**src/rtl/core/hrs_pkg.sv**
```systemverilog
// Shared types and constants for the cubic Hermite resampler.
package hrs_pkg;

    localparam int SAMPLE_W   = 16;
    localparam int STEP_W     = 25;
    localparam int TOTAL_W    = 16;
    localparam int CFG_DATA_W = 25;
    localparam int CFG_IDX_W  = 1;
    localparam int MAX_OUTS   = 64;
    localparam int RUN_CNT_W  = $clog2(MAX_OUTS);
    localparam int PRIME_W    = 2;

    // Horner accumulator: every partial sum stays below 2^21 in magnitude.
    localparam int ACC_W = 22;
    localparam int MAG_W = ACC_W - 1;

    localparam logic [CFG_IDX_W-1:0] REG_PHASE_STEP   = 1'b0;
    localparam logic [CFG_IDX_W-1:0] REG_OUTPUT_TOTAL = 1'b1;

    localparam logic [STEP_W-1:0]  STEP_RESET  = 25'd16777216;
    localparam logic [TOTAL_W-1:0] TOTAL_RESET = 16'd4096;
    localparam logic [PRIME_W-1:0] PRIME_FULL  = 2'd3;

    typedef struct packed {
        logic signed [SAMPLE_W-1:0] sample_in;
        logic                       begin_req;
    } in_beat_t;

    typedef struct packed {
        logic signed [SAMPLE_W-1:0] sample_out;
        logic                       run_last;
        logic                       total_done;
    } out_beat_t;

    typedef enum logic [1:0] {
        ADD_NEG_B,
        ADD_C,
        ADD_X0
    } add_sel_t;

    typedef struct packed {
        logic     load;
        logic     coef;
        logic     load_a;
        logic     mul;
        logic     add;
        add_sel_t sel;
        logic     emit;
    } dp_cmd_t;

    typedef struct packed {
        logic run_ok;
        logic last;
        logic out_free;
    } dp_stat_t;

endpackage

```
**src/rtl/core/hrs_datapath.sv**
```systemverilog
// Datapath: window, phase, counters, Hermite coefficient and Horner evaluation.
module hrs_datapath
    import hrs_pkg::*;
#(
    parameter int PHASE_FRAC_BITS = 24
) (
    input  logic                  aclk,
    input  logic                  aresetn,
    input  logic                  cfg_wr_en,
    input  logic [CFG_IDX_W-1:0]  cfg_index,
    input  logic [CFG_DATA_W-1:0] cfg_wdata,
    input  in_beat_t              s_data,
    output out_beat_t             m_data,
    output logic                  m_valid,
    input  logic                  m_ready,
    input  dp_cmd_t               cmd,
    output dp_stat_t              stat
);

    localparam int F     = PHASE_FRAC_BITS;
    localparam int CW    = (F + 1 > STEP_W) ? F + 1 : STEP_W;
    localparam int PROD_W = MAG_W + F;
    localparam int RND_W  = PROD_W + 1;
    localparam logic [CW-1:0] ONE_C = CW'(1) << F;
    localparam logic [CW-1:0] MIN_C = CW'(1) << (F - 6);

    logic [STEP_W-1:0]          step_reg;
    logic [TOTAL_W-1:0]         total_reg;
    logic signed [SAMPLE_W-1:0] win_reg [4];
    logic signed [SAMPLE_W-1:0] win_next [4];
    logic [F-1:0]               phase_reg;
    logic [PRIME_W-1:0]         prime_reg;
    logic [TOTAL_W-1:0]         made_reg;
    logic [RUN_CNT_W-1:0]       n_reg;
    logic                       run_ok_reg;

    logic signed [19:0]         a2_reg;
    logic signed [20:0]         nb2_reg;
    logic signed [16:0]         c2_reg;
    logic signed [16:0]         x02_reg;

    logic signed [ACC_W-1:0]    acc_reg;
    logic [PROD_W-1:0]          prod_reg;
    logic                       sign_reg;

    out_beat_t                  out_reg;
    logic                       m_valid_reg;

    // load decode
    logic [PRIME_W-1:0]         prime_eff;
    logic [TOTAL_W-1:0]         made_eff;

    // coefficients
    logic signed [ACC_W-1:0]    xm1_e, x0_e, x1_e, x2_e;
    logic signed [ACC_W-1:0]    c2_w, v2_w, w2_w, a2_w, b2_w;

    // multiply / round
    logic signed [ACC_W-1:0]    acc_neg;
    logic [MAG_W-1:0]           acc_mag;
    logic [RND_W-1:0]           rnd;
    logic [MAG_W-1:0]           q_mag;
    logic signed [ACC_W-1:0]    q_signed;
    logic signed [ACC_W-1:0]    addend;

    // output
    logic [MAG_W:0]             mag_inc;
    logic signed [ACC_W-1:0]    half_w;
    logic signed [SAMPLE_W-1:0] sat_w;
    logic [CW-1:0]              step_ext;
    logic [CW-1:0]              step_cl;
    logic [F:0]                 step_c;
    logic [F:0]                 phase_sum;
    logic [TOTAL_W:0]           made_inc;
    logic                       last_w;
    logic                       done_w;

    always_comb begin
        prime_eff = s_data.begin_req ? '0 : prime_reg;
        made_eff  = s_data.begin_req ? '0 : made_reg;
        win_next[0] = s_data.begin_req ? '0 : win_reg[1];
        win_next[1] = s_data.begin_req ? '0 : win_reg[2];
        win_next[2] = s_data.begin_req ? '0 : win_reg[3];
        win_next[3] = s_data.sample_in;
    end

    always_comb begin
        xm1_e = ACC_W'(win_reg[0]);
        x0_e  = ACC_W'(win_reg[1]);
        x1_e  = ACC_W'(win_reg[2]);
        x2_e  = ACC_W'(win_reg[3]);
        c2_w  = x1_e - xm1_e;
        v2_w  = (x0_e - x1_e) <<< 1;
        w2_w  = c2_w + v2_w;
        a2_w  = w2_w + v2_w + (x2_e - x0_e);
        b2_w  = w2_w + a2_w;
    end

    always_comb begin
        acc_neg  = -acc_reg;
        acc_mag  = acc_reg[ACC_W-1] ? acc_neg[MAG_W-1:0] : acc_reg[MAG_W-1:0];
        rnd      = {1'b0, prod_reg} + (RND_W'(1) << (F - 1));
        q_mag    = rnd[F +: MAG_W];
        q_signed = sign_reg ? -$signed({1'b0, q_mag}) : $signed({1'b0, q_mag});
        case (cmd.sel)
            ADD_NEG_B: addend = ACC_W'(nb2_reg);
            ADD_C:     addend = ACC_W'(c2_reg);
            ADD_X0:    addend = ACC_W'(x02_reg);
            default:   addend = '0;
        endcase
    end

    // halve with ties away from zero, then saturate
    always_comb begin
        mag_inc = {1'b0, acc_mag} + (MAG_W + 1)'(1);
        half_w  = acc_reg[ACC_W-1] ? -$signed({1'b0, mag_inc[MAG_W:1]})
                                   :  $signed({1'b0, mag_inc[MAG_W:1]});
        if (half_w > ACC_W'(32767)) begin
            sat_w = 16'sh7fff;
        end else if (half_w < -ACC_W'(32768)) begin
            sat_w = -16'sh8000;
        end else begin
            sat_w = half_w[SAMPLE_W-1:0];
        end
    end

    always_comb begin
        step_ext = CW'(step_reg);
        if (step_ext < MIN_C) begin
            step_cl = MIN_C;
        end else if (step_ext > ONE_C) begin
            step_cl = ONE_C;
        end else begin
            step_cl = step_ext;
        end
        step_c    = step_cl[F:0];
        phase_sum = {1'b0, phase_reg} + step_c;
        made_inc  = {1'b0, made_reg} + (TOTAL_W + 1)'(1);
        done_w    = made_inc == {1'b0, total_reg};
        last_w    = phase_sum[F] || (n_reg == RUN_CNT_W'(MAX_OUTS - 1))
                    || (made_inc >= {1'b0, total_reg});
    end

    always_ff @(posedge aclk) begin
        if (!aresetn) begin
            step_reg  <= STEP_RESET;
            total_reg <= TOTAL_RESET;
        end else if (cfg_wr_en) begin
            if (cfg_index == REG_PHASE_STEP) begin
                step_reg <= cfg_wdata[STEP_W-1:0];
            end else if (cfg_index == REG_OUTPUT_TOTAL) begin
                total_reg <= cfg_wdata[TOTAL_W-1:0];
            end
        end
    end

    always_ff @(posedge aclk) begin
        if (!aresetn) begin
            for (int i = 0; i < 4; i++) begin
                win_reg[i] <= '0;
            end
            phase_reg   <= '0;
            prime_reg   <= '0;
            made_reg    <= '0;
            n_reg       <= '0;
            run_ok_reg  <= 1'b0;
            m_valid_reg <= 1'b0;
        end else begin
            if (cmd.load) begin
                for (int i = 0; i < 4; i++) begin
                    win_reg[i] <= win_next[i];
                end
                if (s_data.begin_req) begin
                    phase_reg <= '0;
                end
                prime_reg  <= (prime_eff == PRIME_FULL) ? prime_eff
                              : prime_eff + PRIME_W'(1);
                made_reg   <= made_eff;
                n_reg      <= '0;
                run_ok_reg <= (prime_eff == PRIME_FULL) && (made_eff < total_reg);
            end
            if (cmd.emit) begin
                phase_reg   <= phase_sum[F-1:0];
                made_reg    <= made_inc[TOTAL_W-1:0];
                n_reg       <= n_reg + RUN_CNT_W'(1);
                m_valid_reg <= 1'b1;
            end else if (m_ready) begin
                m_valid_reg <= 1'b0;
            end
        end
    end

    always_ff @(posedge aclk) begin
        if (cmd.coef) begin
            a2_reg  <= a2_w[19:0];
            nb2_reg <= -b2_w[20:0];
            c2_reg  <= c2_w[16:0];
            x02_reg <= x0_e[16:0] <<< 1;
        end
        if (cmd.load_a) begin
            acc_reg <= ACC_W'(a2_reg);
        end else if (cmd.add) begin
            acc_reg <= q_signed + addend;
        end
        if (cmd.mul) begin
            prod_reg <= PROD_W'(acc_mag) * PROD_W'(phase_reg);
            sign_reg <= acc_reg[ACC_W-1];
        end
        if (cmd.emit) begin
            out_reg.sample_out <= sat_w;
            out_reg.run_last   <= last_w;
            out_reg.total_done <= done_w;
        end
    end

    assign m_data        = out_reg;
    assign m_valid       = m_valid_reg;
    assign stat.run_ok   = run_ok_reg;
    assign stat.last     = last_w;
    assign stat.out_free = !m_valid_reg || m_ready;

endmodule

```
**src/rtl/core/hrs_ctrl.sv**
```systemverilog
// Controller: sequences load, coefficients, three multiply-add rounds and emit.
module hrs_ctrl
    import hrs_pkg::*;
(
    input  logic     aclk,
    input  logic     aresetn,
    input  logic     s_valid,
    output logic     s_ready,
    output dp_cmd_t  cmd,
    input  dp_stat_t stat
);

    typedef enum logic [2:0] {
        ST_IDLE,
        ST_CHECK,
        ST_LOAD_A,
        ST_MUL,
        ST_ADD,
        ST_FIN
    } state_t;

    state_t   state_reg, state_next;
    add_sel_t sel_reg, sel_next;

    always_comb begin
        state_next = state_reg;
        sel_next   = sel_reg;
        cmd        = '0;
        cmd.sel    = sel_reg;
        case (state_reg)
            ST_IDLE: begin
                if (s_valid) begin
                    cmd.load   = 1'b1;
                    state_next = ST_CHECK;
                end
            end
            ST_CHECK: begin
                cmd.coef   = 1'b1;
                state_next = stat.run_ok ? ST_LOAD_A : ST_IDLE;
            end
            ST_LOAD_A: begin
                cmd.load_a = 1'b1;
                sel_next   = ADD_NEG_B;
                state_next = ST_MUL;
            end
            ST_MUL: begin
                cmd.mul    = 1'b1;
                state_next = ST_ADD;
            end
            ST_ADD: begin
                cmd.add = 1'b1;
                case (sel_reg)
                    ADD_NEG_B: begin
                        sel_next   = ADD_C;
                        state_next = ST_MUL;
                    end
                    ADD_C: begin
                        sel_next   = ADD_X0;
                        state_next = ST_MUL;
                    end
                    default: begin
                        state_next = ST_FIN;
                    end
                endcase
            end
            ST_FIN: begin
                if (stat.out_free) begin
                    cmd.emit   = 1'b1;
                    state_next = stat.last ? ST_IDLE : ST_LOAD_A;
                end
            end
            default: begin
                state_next = ST_IDLE;
            end
        endcase
    end

    always_ff @(posedge aclk) begin
        if (!aresetn) begin
            state_reg <= ST_IDLE;
            sel_reg   <= ADD_NEG_B;
        end else begin
            state_reg <= state_next;
            sel_reg   <= sel_next;
        end
    end

    assign s_ready = (state_reg == ST_IDLE);

endmodule

```
**src/rtl/core/hermite_resampler_top.sv**
```systemverilog
// Top level of the cubic Hermite audio resampler.
//
//  port group   dir  handshake           payload
//  s_*          in   s_valid / s_ready   in_beat_t  {sample_in, begin_req}
//  m_*          out  m_valid / m_ready   out_beat_t {sample_out, run_last, total_done}
//  cfg_*        in   cfg_wr_en           cfg_index, cfg_wdata (no read-back)
//
// One input beat at a time: the beat is loaded and checked, then each
// result takes an operand load, three multiply/round-add rounds on one shared
// multiplier and an emit step.
// Synchronous active-low reset; results sit in an output register, and the
// emit step waits only while that register is full and m_ready is low.
module hermite_resampler_top
    import hrs_pkg::*;
#(
    parameter int PHASE_FRAC_BITS = 24
) (
    input  logic                  aclk,
    input  logic                  aresetn,
    input  logic                  cfg_wr_en,
    input  logic [CFG_IDX_W-1:0]  cfg_index,
    input  logic [CFG_DATA_W-1:0] cfg_wdata,
    input  logic                  s_valid,
    output logic                  s_ready,
    input  in_beat_t              s_data,
    output logic                  m_valid,
    input  logic                  m_ready,
    output out_beat_t             m_data
);

    dp_cmd_t  cmd;
    dp_stat_t stat;

    hrs_ctrl u_ctrl (
        .aclk    (aclk),
        .aresetn (aresetn),
        .s_valid (s_valid),
        .s_ready (s_ready),
        .cmd     (cmd),
        .stat    (stat)
    );

    hrs_datapath #(
        .PHASE_FRAC_BITS (PHASE_FRAC_BITS)
    ) u_datapath (
        .aclk      (aclk),
        .aresetn   (aresetn),
        .cfg_wr_en (cfg_wr_en),
        .cfg_index (cfg_index),
        .cfg_wdata (cfg_wdata),
        .s_data    (s_data),
        .m_data    (m_data),
        .m_valid   (m_valid),
        .m_ready   (m_ready),
        .cmd       (cmd),
        .stat      (stat)
    );

endmodule
```
**config.mk**
```make
export PLATFORM = sky130hd
export DESIGN_NAME = hermite_resampler_top
export DESIGN_NICKNAME = d
export VERILOG_FILES = /design/src/rtl/core/hrs_pkg.sv /design/src/rtl/core/hrs_datapath.sv /design/src/rtl/core/hrs_ctrl.sv /design/src/rtl/core/hermite_resampler_top.sv
export SDC_FILE = /design/constraint.sdc
export NUM_CORES = 2
export LEC_CHECK = 0
export BUFFER_PORTS_ARGS = -buffer_cell sky130_fd_sc_hd__buf_2
export CAP_MARGIN = 30
export CORE_MARGIN = 2
export CORE_UTILIZATION = 39
export DETAILED_ROUTE_END_ITERATION = 6
export SLEW_MARGIN = 5
export SYNTH_ARGS = -nofsm -noshare
export SYNTH_HDL_FRONTEND = slang
export SYNTH_HIERARCHICAL = 1
export SYNTH_SLANG_ARGS = --single-unit
```
**constraint.sdc**
```tcl
create_clock -name aclk -period 23.9 [get_ports aclk]
set_input_delay 1.195 -clock aclk [delete_from_list [all_inputs] [get_ports aclk]]
set_output_delay 1.195 -clock aclk [all_outputs]
set_load 0.03 [all_outputs]
```
# Word-level counts from Yosys, hierarchy flattened
# Memory sizes are Yosys's and may differ from the RTL's.
# Cells that the tools add are included.
totals:
  register_bits: 256
  latch_bits: 0
  mem_bits_rw: 64
  romBits: 0
  input_bits: 48
  output_inout_bits: 20
  elab_cells: 130
  memories: 1
op_classes:
  addsub: 18
  multipliers: 1
  n_div: 0
  order_cmp: 6
  n_eq_ne: 13
  n_shift: 0
  muxes: 48
  bitwise: 5
  reduce_logical: 18
mem_list:
  columns: ["memory", "depth", "width", "read_ports", "rd_clocked_by_memory_dff", "write_ports", "line", "text"]
  rows:
  - ["u_datapath.win_reg", 4, 16, 4, 0, 4, "hrs_datapath.sv:29", "logic signed [SAMPLE_W-1:0] win_reg [4];"]
op_table:
  columns: ["op", "count"]
  rows:
  - ["two-way mux 16 bit", 11]
  - ["two-way mux 22 bit", 4]
  - ["adder 21 bit", 4]
  - ["two-way mux 24 bit", 3]
  - ["one-hot mux 22 bit (3 select lines)", 1]
  - ["subtractor 16 x 16 -> 17 bit", 3]
  - ["two-way mux 25 bit", 2]
  - ["adder 45 x 24 -> 45 bit (second input constant)", 1]
  - ["multiplier 21 x 24 -> 45 bit", 1]
  - ["negation 21 -> 22 bit", 2]
  - ["negation 21 bit", 2]
  - ["adder 24 x 25 -> 25 bit", 1]
  - ["> comparator 25 bit (second input constant)", 1]
  - ["< comparator 25 x 19 -> 1 bit (second input constant)", 1]
  - ["adder 21 x 1 -> 22 bit (second input constant)", 1]
  - ["adder 22 bit", 1]
  - ["> comparator 22 x 16 -> 1 bit (second input constant)", 1]
  - ["< comparator 22 x 16 -> 1 bit (second input constant)", 1]
  - ["two-way mux 21 bit", 1]
  - ["one-hot mux 3 bit (6 select lines)", 1]
  - ["adder 16 x 1 -> 17 bit (second input constant)", 1]
  - ["== test 17 x 16 -> 1 bit", 1]
  - [">= comparator 17 x 16 -> 1 bit", 1]
  - ["< comparator 16 bit", 1]
  - ["other kinds (25)", 62]

# Depth between registers and ports, before layout
depth:
  depth_word: 9
  ltp_mapped: 39
  mapped_depth_nobuf: 39

# Cells and area by module
# Netlist, hierarchy kept.
modules_own_cells:
  columns: ["mod", "instances", "cells_per_inst", "area_per_inst_um2", "seq_area_each_um2"]
  rows:
  - ["hrs_datapath", 1, 4065, 37393.4, 7857.5]
  - ["hrs_ctrl", 1, 40, 347.8, 100.1]

# Worst setup path before layout
# OpenSTA, ideal clock, no wires.
synth_path:
  kind: "reg-to-reg"
  start: "register u_datapath.acc_reg[0]"
  end: "register u_datapath.prod_reg[44] (data pin)"
  arrival_time_ns: 8.254
  required_ns: 23.640
  setup_slack_ns: 15.387
  path_stages_with_launch: 35
  n_path_buf: 4
  period_less_slack_ns: 8.513
  cell_sequence: "edfxtp_1 buf_4 clkbuf_1 inv_1 ha_1 nor2b_1 clkbuf_1 nand3_1 o31ai_1 xnor2_2 clkbuf_1 nand2_1 fa_1 inv_1 fa_1 inv_1 fa_1 inv_1 fa_1 fa_1 fa_1 inv_1 fa_1 inv_1 ha_1 a21o_1 a21o_1 a21oi_1 o21ai_0 nor3_1 o21ai_0 a31oi_1 o311ai_0 o211ai_1 xnor2_1"
synth_between:
  elab_chain_cells: 3
synth_lines:
  columns: ["item", "line", "text"]
  rows:
  - ["start, declared", "hrs_datapath.sv:42", "logic signed [ACC_W-1:0] acc_reg;"]
  - ["start signal, assigned", "hrs_datapath.sv:200", "acc_reg <= ACC_W'(a2_reg);"]
  - ["start signal, assigned", "hrs_datapath.sv:202", "acc_reg <= q_signed + addend;"]
  - ["negation 21 bit", "hrs_datapath.sv:99", "acc_neg = -acc_reg;"]
  - ["two-way mux 21 bit *", "hrs_datapath.sv:100", "acc_mag = acc_reg[ACC_W-1] ? acc_neg[MAG_W-1:0] : acc_reg[MAG_W-1:0];"]
  - ["multiplier 21 x 24 -> 45 bit *", "hrs_datapath.sv:205", "prod_reg <= PROD_W'(acc_mag) * PROD_W'(phase_reg);"]
  - ["end signal, assigned", "hrs_datapath.sv:205", null]
  - ["end, declared", "hrs_datapath.sv:43", "logic [PROD_W-1:0] prod_reg;"]
# Mark *: on every way between the ends. The rest lies on a longest branch, timed or not.
# A chain may end at the register's enable or synchronous reset.

# Worst setup path after layout
layout_path:
  start: "register u_datapath.acc_reg[0]"
  end: "register u_datapath.prod_reg[43] (data pin)"
# The elaborated chain is that of the path after synthesis.

==> results.rst <==
.. list-table::
   :header-rows: 1

   * - Metric
     - Value
   * - Core area
     - 0.0963 sq mm
   * - Worst Setup Path Type
     - reg -> reg
   * - Number of failing setup endpoints in the final timing report
     - 0
   * - Class of the worst hold path
     - reg -> reg
   * - Part of the cycle the worst path needs
     - 40.8%
   * - Starting DRT DRC Count
     - ~1700
   * - Antenna violations before repair
     - 4
   * - CP Launch Type
     - register
   * - Unrepaired setup endpoints after global routing
     - false
   * - Clock Skews
     - between 30 and 40 ps
   * - Buffer and inverter count on the worst path
     - 8
   * - Fraction of registers with async set or reset after synthesis
     - 0%
   * - Clock latency on the worst-skew pair
     - 580 ps
   * - Cell leakage power
     - 18.9 nW
   * - Most used standard cells in the synthesized netlist
     - sky130_fd_sc_hd__inv_1 (649), sky130_fd_sc_hd__nand2_1 (521), sky130_fd_sc_hd__fa_1 (456)
   * - Pre-Repair DR Iteration Count
     - 5
   * - Number of routed nets with antenna violations
     - 0
   * - Most common cell in the synthesized netlist
     - sky130_fd_sc_hd__inv_1
   * - Fraction of layout instances using a drive strength above 1
     - 6.48%
   * - Cells on Worst Hold Path
     - 2
   * - VDD IR max
     - about 0.00023 V
   * - Number of global-route vias before repair
     - 28100
   * - Transition time at the pin with the least slew margin
     - roughly 940 ps
   * - X dimension of the die
     - about 320 um
   * - Clock buffer depth
     - 3
   * - CTS tree
     - yes
   * - Count of buffers added by post-CTS timing repair for setup
     - 0
   * - N_diodes
     - 0
   * - Number of buffers added to fix hold violations after cts
     - 0
   * - Initial cell density of the core
     - 39.2%
   * - Synth-to-layout area growth
     - 7.95%
   * - Number of H-tree levels
     - 2
   * - Synthesis-stage register bit count
     - 297
   * - Post-synth top flop
     - sky130_fd_sc_hd__edfxtp_1
   * - Final core utilization
     - 42.3%
   * - Number of port buffers
     - 67
   * - GRT overflow
     - 0
   * - Endpoint type of the worst setup path
     - register
   * - Post-detailed-routing wire length
     - 91.1 mm
   * - EDFF count, synth
     - 201
   * - Worst EP required
     - 24200 ps
   * - Cells taking the most area after synthesis
     - sky130_fd_sc_hd__fa_1 (24%), sky130_fd_sc_hd__edfxtp_1 (16%), sky130_fd_sc_hd__ha_1 (11%), sky130_fd_sc_hd__inv_1 (6.5%), sky130_fd_sc_hd__nand2_1 (5.2%)
   * - Sequential fraction of the synthesis area
     - 21.1%
   * - Max Freq
     - between 100 and 150 MHz
   * - CTS-repair resized insts
     - 0
   * - Largest delay share family, worst path
     - adder cells
   * - Inserted Clock Buffers
     - 37
   * - Final net count
     - 4929
   * - Count of endpoints failing hold in the final timing report
     - 0
   * - MaxCap Viol Count
     - 0
   * - Mapped Avg Cell Area
     - 9.19 sq um
   * - Total DRC errors in the routed layout
     - 0
   * - Vias per cell
     - 5.10
   * - Maximum net fanout on the critical path
     - 34
   * - First-pass GRT wire length
     - 149 mm
   * - Total global-route track usage
     - 18.8%
   * - CP arrival
     - 10060 ps
   * - Slowest Stage Delay on Critical Path
     - 550 ps
   * - Root Buffer
     - sky130_fd_sc_hd__clkbuf_16
   * - Final min period
     - 9750 ps
   * - Area fraction of the dominant cell type after synthesis
     - 24.2%
   * - Number of logic stages on the critical path including buffering
     - 32
   * - Maximum number of pins on one net before global-route repair
     - 79
   * - Die height
     - 315 um
   * - Number of max-slew violations in the final report
     - 0
   * - Detailed-route via count
     - between 20000 and 30000
   * - Outcome
     - finished, final reports clean
   * - Synth Warn #
     - 6
   * - Power density cells
     - roughly 140 mW/mm^2
   * - Number of nets produced by synthesis
     - approximately 5000
   * - Post-synthesis instance area
     - 0.0377 sq mm
   * - Clock transition at path regs
     - 60 ps
   * - Non-Filler Instances
     - 5384
   * - Length in cells of the worst reg-to-reg path
     - 32
   * - Number of distinct standard cells referenced by the synthesized netlist
     - 103
   * - Total instance count after detailed placement
     - 5316
   * - Final estimated routing congestion in global placement
     - ~0.85
   * - Placement Rows
     - 114
   * - WL per Instance
     - roughly 17 um
   * - Post-detail-place hpwl
     - 69.7 mm
   * - Die area
     - 0.0993 sq mm
   * - Cell repeated most along the worst path
     - sky130_fd_sc_hd__fa_1
   * - Gate count after technology mapping
     - 4105
   * - Number of flip-flops under the largest register name
     - 64
   * - # IOs
     - 68
   * - Rel. slew slack
     - 37.2%
   * - Max stage delay cell, worst path
     - sky130_fd_sc_hd__nor2b_1
   * - Aggregate negative setup slack
     - 0 ps
   * - Clk sink count
     - between 200 and 300
   * - Synth area leader
     - sky130_fd_sc_hd__fa_1
layout by cell type, fill, tap and decap left out, types with 21 or more instances in the layout:
cell | Yosys | routed
sky130_fd_sc_hd__inv_1 | 649 | 649
sky130_fd_sc_hd__nand2_1 | 521 | 521
sky130_fd_sc_hd__fa_1 | 456 | 456
sky130_fd_sc_hd__ha_1 | 343 | 343
sky130_fd_sc_hd__and2_1 | 247 | 247
sky130_fd_sc_hd__edfxtp_1 | 201 | 201
sky130_fd_sc_hd__xnor2_1 | 175 | 163
sky130_fd_sc_hd__o21ai_0 | 111 | 111
sky130_fd_sc_hd__a21oi_1 | 108 | 107
sky130_fd_sc_hd__nor2_1 | 106 | 104
sky130_fd_sc_hd__dfxtp_1 | 96 | 96
sky130_fd_sc_hd__nor2b_1 | 89 | 89
sky130_fd_sc_hd__xor2_1 | 90 | 89
sky130_fd_sc_hd__nor3_1 | 86 | 86
sky130_fd_sc_hd__buf_2 | 10 | 66
sky130_fd_sc_hd__nand3_1 | 61 | 61
sky130_fd_sc_hd__buf_4 | 4 | 59
sky130_fd_sc_hd__a21boi_0 | 52 | 52
sky130_fd_sc_hd__and3_1 | 49 | 49
sky130_fd_sc_hd__a21o_1 | 43 | 43
sky130_fd_sc_hd__a22oi_1 | 38 | 38
sky130_fd_sc_hd__clkbuf_16 | 0 | 37
sky130_fd_sc_hd__o21a_1 | 36 | 36
sky130_fd_sc_hd__nand2b_1 | 32 | 31
sky130_fd_sc_hd__o31ai_1 | 27 | 26
sky130_fd_sc_hd__mux2i_1 | 21 | 21
layout make-up:
type | count | area, sq um
Fill cell | 9568 | 55500
Multi-Input combinational cell | 2967 | 26700
Sequential cell | 297 | 7960
Inverter | 650 | 2440
Tap cell | 1276 | 1600
Clock buffer | 48 | 1010
Timing Repair Buffer | 129 | 835
Clock inverter | 17 | 208
layer usage:
metal / wire (um) / up-vias / global-route usage [%]
met5: 10 / - / 0
met4: 2400 / 2 / 5.18
met3: 4430 / 140 / 2.76
met2: 43700 / 535 / 32.1
met1: 40600 / 13500 / 24.7
li1: - / 13300 / -
worst reg2reg max path: cells and delay by family (launching register included):
family,cells,cell delay [ps]
and+or+nand+nor,4,1570
buffers and inverters,8,1050
DFF,1,350
xor gates and xnor gates,2,240
AOI/OAI and AO/OA,9,2340
adders and majority gates,9,3930
report_power, final:
part	switching, mW	internal [mW]
clock	0.230	0.342
combinational	2.26	1.81
sequential	0.0191	0.911
total	2.51	3.07
logic make-up (layout without fill, tap and decap cells):
kind of cell / after synthesis / in the layout / share of synthesized area (%)
flip-flops: 297 / 297 / 21.1
AND/OR/NAND/NOR: 1301 / 1301 / 17.3
buffers and inverters: 841 / 844 / 8.62
multiplexers: 27 / 27 / 0.736
XOR/XNOR: 268 / 268 / 6.30
adder cells (fa/ha/maj): 801 / 801 / 35.6
AO/OA/AOI/OAI: 570 / 570 / 10.3
through the flow:
step	hold WS [ps]	setup slack, ps	area [sq um]	power (mW)
3_3_place_gp	454	14410	39500	4.93
2_1_floorplan	443	15390	37700	4.22
5_1_grt	482	13520	40700	6.23
3_5_place_dp	465	14260	39500	4.99
4_1_cts	472	14220	40700	5.63
6_report	473	14150	40700	5.57
final timing paths:
check,endpoint,startpoint,slack (ps)
worst min-delay path,u_datapath/step_ext[7],u_datapath/step_ext[7],470
worst max register to register,u_datapath/prod_reg[43],u_datapath/acc_reg[0],14150
worst min register to register,u_datapath/step_ext[7],u_datapath/step_ext[7],470
worst max-delay path,u_datapath/prod_reg[43],u_datapath/acc_reg[0],14150
Power figures use the tool's default switching activity.
